### config.mk
export PLATFORM = sky130hd
export DESIGN_NAME = hit_time_match_veto_unit
export DESIGN_NICKNAME = d
export VERILOG_FILES = /design/src/hw/rtl/htmv_pkg.sv /design/src/hw/rtl/hit_time_match_veto_unit.sv
export SDC_FILE = /design/constraint.sdc
export NUM_CORES = 1
export LEC_CHECK = 0
export ABC_CLOCK_PERIOD_IN_PS = 14000
export BUFFER_PORTS_ARGS = -buffer_cell sky130_fd_sc_hd__clkbuf_2
export CAP_MARGIN = 20
export CORE_MARGIN = 4
export CORE_UTILIZATION = 26
export DETAILED_ROUTE_END_ITERATION = 7
export PLACE_DENSITY = 0.47
export SYNTH_ARGS = -nofsm -noshare
export SYNTH_HDL_FRONTEND = slang
export SYNTH_SLANG_ARGS = --single-unit
### constraint.sdc
create_clock -name clk -period 14 [get_ports clk]
set_input_delay 1.4 -clock clk [delete_from_list [all_inputs] [get_ports clk]]
set_output_delay 1.4 -clock clk [all_outputs]
set_load 0.02 [all_outputs]
### src/hw/rtl/htmv_pkg.sv
// htmv_pkg: shared types and constants for the hit time match veto unit.
// Holds command, kind and register index codes and the reset values.
// No dependencies.
package htmv_pkg;

	// input command codes, carried in s_tuser
	typedef enum logic [1:0] {
		CMD_START = 2'd0,
		CMD_HIT   = 2'd1,
		CMD_END   = 2'd2,
		CMD_NONE  = 2'd3
	} cmd_t;

	// result kind codes, carried in m_tuser
	typedef enum logic {
		KIND_MATCH   = 1'b0,
		KIND_SUMMARY = 1'b1
	} kind_t;

	// configuration register indexes
	typedef enum logic [2:0] {
		REG_PRIO_LOW   = 3'd0,
		REG_PRIO_HIGH  = 3'd1,
		REG_SEL_THR    = 3'd2,
		REG_NOISY_0A   = 3'd3,
		REG_NOISY_0B   = 3'd4,
		REG_NOISY_1A   = 3'd5,
		REG_NOISY_1B   = 3'd6,
		REG_UNUSED     = 3'd7
	} reg_idx_t;

	localparam int unsigned IN_DATA_W  = 48;
	localparam int unsigned OUT_DATA_W = 112;

	localparam logic [31:0] PRIO_LOW_RST  = 32'd3681723712;
	localparam logic [31:0] PRIO_HIGH_RST = 32'd4186171073;
	localparam logic [3:0]  SEL_THR_RST   = 4'd9;
	localparam logic [12:0] NOISY_RST     = 13'h1FFF;

	// best delta when no matched hit seen yet: 999 ns in 1/32 ns units
	localparam logic signed [24:0] NO_DELTA = 25'sd31968;

	// cap on match records per detector per event
	localparam logic [7:0] MAX_MATCHED = 8'd128;

	localparam logic [15:0] HIT_CNT_MAX = 16'hFFFF;

endpackage

### src/hw/rtl/hit_time_match_veto_unit.sv
// hit_time_match_veto_unit: time matching of two-detector hits against an
// event reference time, with noisy channel skip and edge priority selection.
// Each input word is held in the input register; its result word, if any, is then
// registered in the result register before it leaves on the result stream.
// Throughput: one input word per cycle; s_tready drops only while the input
// register and the result register both hold a word and m_tready is low.
// Reset (arst_n low, asynchronous): config registers take their defaults,
// event state is cleared, both stages empty.
// Depends on htmv_pkg.
module hit_time_match_veto_unit (
	input  logic                                clk,
	input  logic                                arst_n,
	// input stream
	input  logic                                s_tvalid,
	output logic                                s_tready,
	// s_tdata: detector[0], edge_mask[4:1], channel[16:5], stamp[40:17], zero fill
	input  logic [htmv_pkg::IN_DATA_W-1:0]      s_tdata,
	// s_tuser: command[1:0]
	input  logic [1:0]                          s_tuser,
	// result stream
	output logic                                m_tvalid,
	input  logic                                m_tready,
	// m_tdata: which_detector[0], hit_index[16:1], matched_channel[28:17],
	// match_flags[30:29], best_priority_a[34:31], best_priority_b[38:35],
	// best_delta_a[63:39], best_delta_b[88:64], count_a[96:89],
	// count_b[104:97], zero fill
	output logic [htmv_pkg::OUT_DATA_W-1:0]     m_tdata,
	// m_tuser: kind[0]
	output logic                                m_tuser,
	// configuration write channel
	input  logic                                cfg_valid,
	output logic                                cfg_ready,
	input  logic [2:0]                          cfg_index,
	input  logic [31:0]                         cfg_data
);
	import htmv_pkg::*;

	// config registers
	logic [31:0]        prio_low_q, prio_high_q;
	logic [3:0]         sel_thr_q;
	logic [12:0]        noisy_q [4];

	// event state
	logic signed [23:0] ref_time_q;
	logic [3:0]         best_prio_q [2];
	logic signed [24:0] best_delta_q [2];
	logic [7:0]         match_cnt_q [2];
	logic [15:0]        hit_cnt_q [2];

	// input stage
	logic               valid_s1;
	logic [1:0]         cmd_s1;
	logic               det_s1;
	logic [3:0]         emask_s1;
	logic [11:0]        chan_s1;
	logic signed [23:0] stamp_s1;

	// result register
	logic               out_valid_q;
	logic               out_kind_q;
	logic [OUT_DATA_W-1:0] out_data_q;

	// datapath
	logic               adv;
	logic [63:0]        prio_tbl;
	logic [3:0]         prio;
	logic [1:0]         nz_a_idx, nz_b_idx;
	logic               noisy;
	logic               selected;
	logic               under_cap;
	logic               rec_fire;
	logic               sum_fire;
	logic signed [24:0] dt;
	logic [24:0]        mag_dt, mag_best;
	logic [1:0]         flags;

	assign cfg_ready = 1'b1;
	assign adv       = valid_s1 && (!out_valid_q || m_tready);
	assign s_tready  = !valid_s1 || adv;

	assign m_tvalid = out_valid_q;
	assign m_tdata  = out_data_q;
	assign m_tuser  = out_kind_q;

	// hit evaluation: noisy check, priority lookup, time difference
	always_comb begin
		prio_tbl  = {prio_high_q, prio_low_q};
		prio      = prio_tbl[{emask_s1, 2'b00} +: 4];
		nz_a_idx  = {det_s1, 1'b0};
		nz_b_idx  = {det_s1, 1'b1};
		noisy     = (!noisy_q[nz_a_idx][12] && noisy_q[nz_a_idx][11:0] == chan_s1) ||
		            (!noisy_q[nz_b_idx][12] && noisy_q[nz_b_idx][11:0] == chan_s1);
		selected  = prio >= sel_thr_q;
		under_cap = match_cnt_q[det_s1] < MAX_MATCHED;
		dt        = {stamp_s1[23], stamp_s1} - {ref_time_q[23], ref_time_q};
		mag_dt    = dt[24] ? 25'(-dt) : dt;
		mag_best  = best_delta_q[det_s1][24] ? 25'(-best_delta_q[det_s1])
		                                     : best_delta_q[det_s1];
		rec_fire  = (cmd_s1 == CMD_HIT) && !noisy && selected && under_cap;
		sum_fire  = (cmd_s1 == CMD_END);
		flags     = {best_prio_q[1] >= sel_thr_q, best_prio_q[0] >= sel_thr_q};
	end

	// configuration writes
	always_ff @(posedge clk or negedge arst_n) begin
		if (!arst_n) begin
			prio_low_q  <= PRIO_LOW_RST;
			prio_high_q <= PRIO_HIGH_RST;
			sel_thr_q   <= SEL_THR_RST;
			for (int i = 0; i < 4; i++) noisy_q[i] <= NOISY_RST;
		end else if (cfg_valid && cfg_ready) begin
			case (cfg_index)
				REG_PRIO_LOW:  prio_low_q  <= cfg_data;
				REG_PRIO_HIGH: prio_high_q <= cfg_data;
				REG_SEL_THR:   sel_thr_q   <= cfg_data[3:0];
				REG_NOISY_0A:  noisy_q[0]  <= cfg_data[12:0];
				REG_NOISY_0B:  noisy_q[1]  <= cfg_data[12:0];
				REG_NOISY_1A:  noisy_q[2]  <= cfg_data[12:0];
				REG_NOISY_1B:  noisy_q[3]  <= cfg_data[12:0];
				default: ;
			endcase
		end
	end

	// input stage: control
	always_ff @(posedge clk or negedge arst_n) begin
		if (!arst_n) begin
			valid_s1 <= 1'b0;
		end else if (s_tvalid && s_tready) begin
			valid_s1 <= 1'b1;
		end else if (adv) begin
			valid_s1 <= 1'b0;
		end
	end

	// input stage: payload
	always_ff @(posedge clk) begin
		if (s_tvalid && s_tready) begin
			cmd_s1   <= s_tuser;
			det_s1   <= s_tdata[0];
			emask_s1 <= s_tdata[4:1];
			chan_s1  <= s_tdata[16:5];
			stamp_s1 <= s_tdata[40:17];
		end
	end

	// event state update
	always_ff @(posedge clk or negedge arst_n) begin
		if (!arst_n) begin
			ref_time_q <= '0;
			for (int d = 0; d < 2; d++) begin
				best_prio_q[d]  <= '0;
				best_delta_q[d] <= NO_DELTA;
				match_cnt_q[d]  <= '0;
				hit_cnt_q[d]    <= '0;
			end
		end else if (adv) begin
			case (cmd_s1)
				CMD_START: begin
					ref_time_q <= stamp_s1;
					for (int d = 0; d < 2; d++) begin
						best_prio_q[d]  <= '0;
						best_delta_q[d] <= NO_DELTA;
						match_cnt_q[d]  <= '0;
						hit_cnt_q[d]    <= '0;
					end
				end
				CMD_HIT: begin
					if (hit_cnt_q[det_s1] != HIT_CNT_MAX)
						hit_cnt_q[det_s1] <= hit_cnt_q[det_s1] + 16'd1;
					if (!noisy) begin
						if (prio > best_prio_q[det_s1]) best_prio_q[det_s1] <= prio;
						if (selected && mag_dt < mag_best) best_delta_q[det_s1] <= dt;
						if (selected && under_cap)
							match_cnt_q[det_s1] <= match_cnt_q[det_s1] + 8'd1;
					end
				end
				default: ;
			endcase
		end
	end

	// result register: control
	always_ff @(posedge clk or negedge arst_n) begin
		if (!arst_n) begin
			out_valid_q <= 1'b0;
		end else if (adv) begin
			out_valid_q <= rec_fire || sum_fire;
		end else if (m_tready) begin
			out_valid_q <= 1'b0;
		end
	end

	// result register: payload
	always_ff @(posedge clk) begin
		if (adv && rec_fire) begin
			out_kind_q <= KIND_MATCH;
			out_data_q <= {83'd0, chan_s1, hit_cnt_q[det_s1], det_s1};
		end else if (adv && sum_fire) begin
			out_kind_q <= KIND_SUMMARY;
			out_data_q <= {7'd0, match_cnt_q[1], match_cnt_q[0],
			               best_delta_q[1], best_delta_q[0],
			               best_prio_q[1], best_prio_q[0], flags, 29'd0};
		end
	end

`ifndef NO_ASSERTIONS
	// record count never passes the cap
	a_cap: assert property (@(posedge clk) disable iff (!arst_n)
		match_cnt_q[0] <= MAX_MATCHED && match_cnt_q[1] <= MAX_MATCHED)
		else $error("matched count above cap");

	// a held input stage with a stalled result blocks new input
	a_stall: assert property (@(posedge clk) disable iff (!arst_n)
		valid_s1 && out_valid_q && !m_tready |-> !s_tready)
		else $error("input accepted while pipeline stalled");

	// a start word clears per-detector statistics
	a_start: assert property (@(posedge clk) disable iff (!arst_n)
		adv && cmd_s1 == CMD_START |=> hit_cnt_q[0] == 16'd0 && hit_cnt_q[1] == 16'd0 &&
		best_prio_q[0] == 4'd0 && best_prio_q[1] == 4'd0)
		else $error("start word did not clear event state");

	// best priority only grows on hits
	a_prio: assert property (@(posedge clk) disable iff (!arst_n)
		adv && cmd_s1 == CMD_HIT |=> best_prio_q[0] >= $past(best_prio_q[0]) &&
		best_prio_q[1] >= $past(best_prio_q[1]))
		else $error("best priority decreased on a hit");
`endif

endmodule

# Word level (Yosys, flattened, before mapping)
# Cells that the tools add are included.
[classes] n_bitwise=3 n_addsub=5 multipliers=0 muxes=49 n_lt_le_gt_ge=10 div=0 n_shift=1 n_eq_ne=16 reduce_logical=39
[op_table] op="25-bit 2-to-1 mux" n=6
[op_table] op="50-bit 2-to-1 mux" n=2
[op_table] op="50-bit one-hot mux with 2 select lines" n=1
[op_table] op="16-bit 2-to-1 mux" n=6
[op_table] op="32-bit one-hot mux with 2 select lines" n=1
[op_table] op="64-bit by 7-bit variable part select with 4-bit output" n=1
[op_table] op="29-bit 2-to-1 mux" n=2
[op_table] op="13-bit binary-select mux with 2-bit select" n=2
[op_table] op="13-bit 2-to-1 mux" n=4
[op_table] op="50-bit bitwise mux" n=1
[op_table] op="25-bit negation" n=2
[op_table] op="8-bit 2-to-1 mux" n=6
[op_table] op="32-bit bitwise mux" n=1
[op_table] op="32-bit 2-to-1 mux" n=1
[op_table] op="16-bit one-hot mux with 2 select lines" n=1
[op_table] op="25-bit demux with 1-bit select" n=1
[op_table] op="25-bit less-than comparator" n=1
[op_table] op="24-bit by 24-bit subtractor with 25-bit output" n=1
[op_table] op="12-bit == test" n=2
[op_table] op="16-bit by 1-bit adder with 16-bit output, second input constant" n=1
[op_table] op="16-bit bitwise mux" n=1
[op_table] op="16-bit demux with 1-bit select" n=1
[op_table] op="4-bit 2-to-1 mux" n=4
[op_table] op="16-bit inequality test, second input constant" n=1
[op_table] op="30 further kinds" n=73
[word_totals] mem_bits_rw=0 memories=0 regBits=401 output_inout_bits=116 latchBits=0 mem_bits_ro=0 in_bits=90

# Depth between registers and ports, before layout
# Gate-level depths: netlist of run 1.
[depth] ltp_word=13 depth_mapped=31

# Least setup slack after synthesis of run 1
# OpenSTA, ideal clock, no wires.
[synth_path] path_type="register to register" from="register det_s1" to="register best_delta_q[19] (netlist name)" t_arrival_ns=5.898 path_stages_with_launch=32 n_path_buf=12 setup_ns=0.121 path_slack_ns=7.981 cell_sequence="edfxtp_1 buf_2 buf_6 buf_6 buf_4 buf_4 buf_4 buf_2 buf_4 buf_2 buf_4 mux2i_1 ha_1 o21ai_0 o21bai_1 nor4_1 o21a_1 nor2b_1 a21oi_1 xor2_1 ha_1 a21o_1 a21o_1 a21oi_1 o21ai_0 a21o_1 a211oi_1 o221ai_1 or3_1 buf_2 clkbuf_1 a22o_1"
[synth_via] elab_chain_cells=10 word_cells_on_any_way=35
[synth_rtl] item="start: declaration" line_no="hit_time_match_veto_unit.sv:53" text="logic det_s1;"
[synth_rtl] item="start signal: assignment" line_no="hit_time_match_veto_unit.sv:140" text="det_s1 <= s_tdata[0];"
[synth_rtl] item="1-bit inverter with 2-bit output (not written as such)" line_no="hit_time_match_veto_unit.sv:97, hit_time_match_veto_unit.sv:98, hit_time_match_veto_unit.sv:173"
[synth_rtl] item="25-bit 2-to-1 mux (not written as such) (3 in series)" line_no="hit_time_match_veto_unit.sv:97, hit_time_match_veto_unit.sv:98"
[synth_rtl] item="25-bit negation" line_no="hit_time_match_veto_unit.sv:97" text="mag_best = best_delta_q[det_s1][24] ? 25'(-best_delta_q[det_s1])"
[synth_rtl] item="25-bit 2-to-1 mux" line_no="hit_time_match_veto_unit.sv:97"
[synth_rtl] item="25-bit less-than comparator" line_no="hit_time_match_veto_unit.sv:173" text="if (selected && mag_dt < mag_best) best_delta_q[det_s1] <= dt;"
[synth_rtl] item="1-bit logical AND" line_no="hit_time_match_veto_unit.sv:173"
[synth_rtl] item="2-bit by 1-bit inequality test with 1-bit output (no line)"
[synth_rtl] item="4-bit AND reduction (no line)"
[synth_rtl] item="end signal: indexed assignment" line_no="hit_time_match_veto_unit.sv:173"
[synth_rtl] item="end: declaration" line_no="hit_time_match_veto_unit.sv:46" text="logic signed [24:0] best_delta_q [2];"
# Several ways; a longest one is shown, not always the timed one. The select of a mux whose other input is x is not followed.
# A chain may end at the register's enable or synchronous reset.

# Worst setup path in the final report of run 1
[layout_path] from="register ref_time_q[0]" to="register best_delta_q[0] (netlist name)"
[layout_via] elab_chain_cells=7 word_cells_on_any_way=11
[layout_rtl] item="start: declaration" line_no="hit_time_match_veto_unit.sv:44" text="logic signed [23:0] ref_time_q;"
[layout_rtl] item="start signal: assignment" line_no="hit_time_match_veto_unit.sv:160" text="ref_time_q <= stamp_s1;"
[layout_rtl] item="24-bit by 24-bit subtractor with 25-bit output (*)" line_no="hit_time_match_veto_unit.sv:95" text="dt = {stamp_s1[23], stamp_s1} - {ref_time_q[23], ref_time_q};"
[layout_rtl] item="25-bit negation" line_no="hit_time_match_veto_unit.sv:96" text="mag_dt = dt[24] ? 25'(-dt) : dt;"
[layout_rtl] item="25-bit 2-to-1 mux" line_no="hit_time_match_veto_unit.sv:96"
[layout_rtl] item="25-bit less-than comparator" line_no="hit_time_match_veto_unit.sv:173"
[layout_rtl] item="1-bit logical AND" line_no="hit_time_match_veto_unit.sv:173"
[layout_rtl] item="2-bit by 1-bit inequality test with 1-bit output (no line)"
[layout_rtl] item="4-bit AND reduction (no line)"
# Mark *: on every way between the ends. The rest lies on a longest branch, timed or not. The select of a mux whose other input is x is not followed.

==> out/results.ini, run 1 <==
[power]
intPower_mw=2.75
p_leak_nw=9.94
p_clk_share_pct=30.0
p_switching_mw=1.48
vdd_drop_max_mv=0.102
power-per-cell-area_mw_per_mm2=176
seq_power_share_pct=37.8
swShare_pct=35.1
combPwrFrac_pct=32.2

[sta]
tightest_slew_ns=1.13
timing.final.setup_violations=0
fin_skew_ns=0.0266
worst_slew_margin_rel_pct=24.3
fin_setup_tns_ns=0
fin_crit_ns=6.40
max_freq_ghz=0.156
rsz0062_at_grt=no
finalMaxSlewViolations=0
finalHoldViolations=0
timing.final.crit_share_pct=45.7

[global_route]
grt_pass1_wl_mm=91.4
grt_overflow=0
met2_usage_pct=21.7
grt_pass1_vias=15257
met3_usage_pct=3.91
antenna_found_initial=0
grt_max_degree=130
top_usage_layer=met2
met1_usage_pct=19.2
grt_usage_pct=14.0

[placement]
placed_area_mm2=0.0224
gp_congestion=0.802
io_buffers=190
dp_hpwl_mm=41.8

[logic_synthesis]
synth-compound-area-share_pct=14.0
synthAdderAreaFrac_pct=4.26
synth_edf_count=72
yosysSeqAreaShare_pct=49.6
yosys.cell_types.count=91
synth_seq_cells=401
synth_cells=1909
yosysWarnings=0
avgSynthCellArea_um2=10.7
synth-simple-area-share_pct=12.6
synthArstFlopShare_pct=62.8
synth-xor-area-share_pct=3.77
synth_top_family_by_area=compound AO/OA/AOI/OAI gates
synth_ff_type=dfrtp_1
mappedNetlistArea_mm2=0.0204
synth.mux.area_fraction_pct=12.2

[final_layout]
final_util_pct=31.0
syn2layout_area_growth_pct=17.7
drive_gt1_share_pct=26.9
fin_area_mm2=0.0240
antenna_cells=0
design.final.nets=2228

[setup_path]
critical_path_peak_fanout=17
required_ns=14.47
critPathMaxStageDelay_ns=0.77
endpoint_kind=register
path_cells=ha_1 > fa_1 > nor2b_1 > o211ai_1 > a21oi_2 > nor3_1 > xnor2_1 > or3_1 > or4_4 > o21ai_1 > xor2_1 > ha_1 > a21o_1 > a21o_1 > a21oi_1 > o21ai_0 > a21o_1 > a211oi_1 > o221ai_1 > or3_1 > a22o_1
crit_path_start_kind=register
cp.arrival_ns=6.86
path_buf_inv=0
path_delay_family=compound AO/OA/AOI/OAI gates
worstSetupPathType=reg -> reg
slowest_stage=or3_1
cpMostUsedCell=a21o_1

[floorplan]
row_count=102
start_util_pct=26.3
die_y_um=288
die_w_um=288
core_area_mm2=0.0776
io_pins=206
dieArea_mm2=0.0831

[clocking]
numCtsBuffers=48
cts_sinks=401
htree_levels=2
cts_tree=built
post_cts_buffers=0
worstSkewPairLatency_ns=0.60
cts_hold_buffers=0
ctsRootBufferMaster=clkbuf_16
clk_path_buf_depth=3
cts_resized=0
path_clk_slew_ns=0.05

[drt]
drt_iter0_drc=871
antenna_left=0
vias_per_cell=4.74
drc=0
vias=14922
finalWirelength_mm=58.5
dr.pass1.iters=5
post_drt_wl_per_cell_um=18.6

[run]
maxCapViolations=0

[min_path]
hp-class=reg -> reg

[run_status]
status=finished, final reports clean

-- flip-flops by register name (all words and copies together), names as in the netlist --
name	flops
valid_s1	1
m_tdata	105
m_tvalid	1
cmd_s1	2
ref_time_q	24
sel_thr_q	4
prio_high_q	32
best_delta_q	50
m_tuser	1
emask_s1	4
match_cnt_q	16
stamp_s1	24
prio_low_q	32
chan_s1	12
hit_cnt_q	32
det_s1	1
best_prio_q	8
noisy_q	52
-- Yosys cell counts, drive strengths merged (5+ instances only) --
cell type	number	share of area, %
buf	35	1.1
and3	14	0.45
edfxtp	72	11
clkbuf	75	1.4
xor2	45	1.9
a22o	33	1.4
dfxtp	77	7.5
nand4b	7	0.30
o21a	5	0.18
nor4	12	0.47
o21ai	114	2.8
o22a	8	0.34
nand2b	13	0.40
nand4	7	0.21
or4	5	0.22
inv	53	0.97
nand3b	6	0.22
a21oi	141	3.5
mux2i	68	3.3
nor3	34	0.83
a31oi	20	0.61
a2bb2oi	8	0.34
nor2b	29	0.90
dfrtp	150	18
ha	68	4.2
xnor2	43	1.8
o31ai	27	1.1
and2	28	0.87
o2bb2ai	10	0.43
or3	12	0.37
dfstp	102	13
mux4	20	2.2
nor3b	5	0.18
a211oi	10	0.39
a32o	7	0.34
nand3	24	0.59
nor2	64	1.2
nand2	259	4.8
a21o	26	0.99
mux2	120	6.6
-- final timing paths --
kind | start | end | slack [ns] | cells after the start
max | ref_time_q[0] | best_delta_q[0] | 7.60 | 21
min | m_tdata[82] | m_tdata[82] | 0.45 | 2
max reg2reg | ref_time_q[0] | best_delta_q[0] | 7.60 | 21
min reg2reg | m_tdata[82] | m_tdata[82] | 0.45 | 2
max in group asynchronous | arst_n | match_cnt_q[12] | 11.54 | 2
min in group asynchronous | arst_n | prio_low_q[23] | 0.96 | 1
-- stage by stage --
| step | setup slack, ns | hold slack (ns) | power (mW) | instances |
|---|---|---|---|---|
| final | 7.60 | 0.450 | 4.23 | 3149 |
| after global routing | 7.31 | 0.473 | 4.52 | 3149 |
| after CTS | 7.52 | 0.454 | 4.30 | 3147 |
| after detailed placement | 7.55 | 0.446 | 2.99 | 3057 |
| after global placement | 7.64 | 0.447 | 2.96 | 3057 |
| after floorplan | 7.98 | 0.449 | 2.56 | 1915 |
-- worst min-delay path: cells and delay by family (launching register included) --
family / cells / cell delay (ns)
compound gates: 1 / 0.05
flops: 1 / 0.30
simple gates: 1 / 0.05
-- kinds of logic after synthesis --
family / count (synthesis)
DFF: 401
xor gates and xnor gates: 88
and+or+nand+nor: 533
AOI/OAI and AO/OA: 445
muxes: 208
adders and majority gates: 69
buffers and inverters: 163
other: 2
-- cell usage in the layout, fill, tap and decap left out, types with 25 or more instances in the layout --
cell | netlist | layout
nand2_1 | 259 | 258
clkbuf_2 | 0 | 189
dfrtp_1 | 150 | 150
a21oi_1 | 140 | 140
mux2_2 | 120 | 120
o21ai_0 | 109 | 109
dfstp_2 | 102 | 102
dfxtp_1 | 77 | 77
edfxtp_1 | 72 | 72
mux2i_1 | 68 | 68
ha_1 | 68 | 68
nor2_1 | 64 | 63
inv_1 | 52 | 52
clkbuf_16 | 0 | 49
xor2_1 | 45 | 45
xnor2_1 | 43 | 43
a22o_1 | 33 | 33
nor3_1 | 34 | 32
nor2b_1 | 28 | 28
a21o_1 | 25 | 25
-- metal layers --
metal	vias to the layer above	wire length [µm]
met5	-	0
met4	0	1280
met3	71	4050
met2	309	25900
met1	7352	27300
li1	7190	-
-- area by class of cell --
type                       count  area (µm²)
timing repair buffer         214        1150
clock inverter                16         198
clock buffer                  74        1420
inverter                      53         199
sequential                   401       10100
multi-input combinational   1351        9620
fill                        8067       53600
tap                         1040        1300
-- power by group through the flow --
stage / combinational, mW / clock, mW / sequential [mW]
3_3_place_gp: 1.35 / 0 / 1.61
6_report: 1.36 / 1.27 / 1.60
3_5_place_dp: 1.37 / 0 / 1.62
5_1_grt: 1.53 / 1.36 / 1.63
2_1_floorplan: 0.924 / 0 / 1.64
4_1_cts: 1.38 / 1.32 / 1.60
Power figures use the tool's default switching activity.
==> run 2, diff against run 1 <==
Settings changed: ABC_CLOCK_PERIOD_IN_PS 14000 to 6330.
Clock period 14 ns to 6.33 ns, I/O delays scaled along.
==> run 2 against run 1 <==
  * Non-clock buffer count rose by 11
  * Clock power rose by 130%
  * Power rose by 120%
  * Highest routed layer is now met5
  * Utilization rose by 0.19 points
  * Critical path type unchanged
  * Register-to-register slack got worse by 7.1 ns
==> out/results.ini, run 2 (same netlist as run 1, synthesis figures left out) <==
[sta]
timing.final.crit_share_pct=92.2  ; +46 points
rsz0062_at_grt=no
timing.final.setup_violations=0  ; unchanged
fin_setup_tns_ns=0  ; unchanged
finalHoldViolations=0  ; unchanged
fin_crit_ns=5.83  ; -0.561 ns
finalMaxSlewViolations=0  ; unchanged
max_freq_ghz=0.171  ; +9.6%
tightest_slew_ns=0.959  ; -0.168 ns
worst_slew_margin_rel_pct=35.9  ; +12 points
fin_skew_ns=0.0362  ; +0.00955 ns

[floorplan]
io_pins=206  ; unchanged
die_y_um=288  ; unchanged
row_count=102  ; unchanged
start_util_pct=26.3  ; unchanged
die_w_um=288  ; unchanged
dieArea_mm2=0.0831  ; unchanged
core_area_mm2=0.0776  ; unchanged

[drt]
drc=0  ; unchanged
antenna_left=0  ; unchanged
dr.pass1.iters=7  ; +2
drt_iter0_drc=818  ; -6.1%
post_drt_wl_per_cell_um=18.7  ; +0.37%
vias_per_cell=4.78  ; +0.82%
vias=15107  ; +1.2%
finalWirelength_mm=59.0  ; +0.79%

[run_status]
status=finished, final reports clean

[clocking]
ctsRootBufferMaster=clkbuf_16
cts_hold_buffers=0  ; unchanged
worstSkewPairLatency_ns=0.61  ; about the same
cts_tree=built
cts_sinks=401  ; unchanged
numCtsBuffers=49  ; +2.1%
path_clk_slew_ns=0.06  ; about the same
clk_path_buf_depth=3  ; unchanged
htree_levels=2  ; unchanged

[final_layout]
drive_gt1_share_pct=27.4  ; +0.49 points
design.final.nets=2240  ; +0.54%
syn2layout_area_growth_pct=18.4
fillCellCount=8062  ; -0.062%
layout_common_cells=258 x nand2_1, 189 x clkbuf_2, 150 x dfrtp_1
largest_reg_flops=105  ; unchanged
final_common_cell=nand2_1
antenna_cells=0  ; unchanged

[global_route]
grt_usage_pct=14.1  ; +0.082 points
antenna_found_initial=2  ; +2
grt_pass1_vias=15340  ; +0.54%
grt_max_degree=89  ; -32%
grt_pass1_wl_mm=92.2  ; +0.87%
grt_overflow=0  ; unchanged

[placement]
gp_congestion=0.818  ; +1.9%
dp_hpwl_mm=42.5  ; +1.7%
io_buffers=190  ; unchanged

[run]
maxCapViolations=0  ; unchanged

[power]
p_leak_nw=10.0  ; +0.74%
vdd_drop_max_mv=0.237  ; +130%
power-per-cell-area_mw_per_mm2=391  ; +120%
total_power_mw=9.46  ; +120%

[setup_path]
worstSetupPathType=reg -> reg
r2r_slack_ns=0.50  ; -7.11 ns
cp.arrival_ns=6.31  ; -0.55 ns
r2r_cells=22  ; +4.8%
critical_path_peak_fanout=25  ; +8
crit_start=ref_time_q[0]
required_ns=6.81  ; -7.66 ns
rr_endpoint=best_delta_q[29]
timing.rr.start=ref_time_q[0]
endpoint_kind=register
crit_path_start_kind=register

[min_path]
hp-class=in -> async

run 2: changes by cell type in the layout (fill, tap and decap cells not counted), sizes merged:
| cell | before | now |
|---|---|---|
| clkinv | 9 | 8 |
| clkbuf | 263 | 269 |
| inv | 58 | 55 |
| buf | 25 | 36 |
run 2: layout make-up:
class	count	area (µm²)	share of cell area [%]
Inverter	53	199	0.823
Timing Repair Buffer	225	1220	5.06
Tap cell	1040	1300	5.38
Sequential cell	401	10100	41.9
Clock buffer	80	1500	6.22
Clock inverter	12	168	0.694
Multi-Input combinational cell	1351	9640	39.9
run 2: repair_timing:
| item | 4_1_cts | 5_1_grt |
|---|---|---|
| endpoints found under the setup margin | 0 | 48 |
| buffers inserted | 0 | 1 |
| resized for setup | 0 | 3 |
run 2: power by group:
part           switching (mW)  internal [mW]
Combinational            1.79           1.26
Clock                    1.15           1.72
Sequential              0.337           3.20
run 2: per-stage QoR:
stage | hold slack [ns] | utilization (%) | area (µm²) | instances | setup WS [ns]
after floorplan | 0.337 | - | 20400 | 1915 | 0.311
final | 0.0815 | 31.2 | 24200 | 3162 | 0.496
after CTS | 0.0784 | 31.1 | 24100 | 3161 | 0.323
after detailed placement | 0.448 | 29.0 | 22500 | 3069 | 0.341
after global placement | 0.444 | 29.0 | 22500 | 3069 | 0.417
after global routing | 0.125 | 31.2 | 24200 | 3162 | 0.0498
run 2: worst max path at each step:
stage	endpoint	slack (ns)	depth (start not counted)
floorplan	best_delta_q[19]	0.31	31
global placement	best_delta_q[5]	0.42	21
detailed placement	best_delta_q[10]	0.34	21
CTS	best_delta_q[10]	0.32	21
global route	best_delta_q[29]	0.05	22
finish	best_delta_q[29]	0.50	22
run 2: routing by layer:
layer | GRT usage, % | wire length, µm | up-vias
met2 | 22.1 | 26800 | 307
met5 | 0 | 21 | -
met3 | 4.05 | 4010 | 66
li1 | - | - | 7222
met1 | 19.1 | 27200 | 7508
met4 | 3.43 | 1030 | 4
run 2: critical path: stages, from the launching register on:
cell	delay, ns
dfrtp_1	0.38
ha_1	0.23
fa_1	0.43
nor2b_1	0.22
o211ai_1	0.16
a21oi_2	0.31
o21ba_2	0.17
nor3_1	0.10
or3_1	0.48
or4_4	0.56
o21ai_1	0.17
xor2_1	0.17
ha_1	0.26
a21o_1	0.16
a21o_1	0.17
a21oi_1	0.15
o21ai_0	0.09
a21o_1	0.18
a211oi_1	0.28
o221ai_2	0.21
or3_1	0.35
buf_4	0.26
a22o_1	0.22
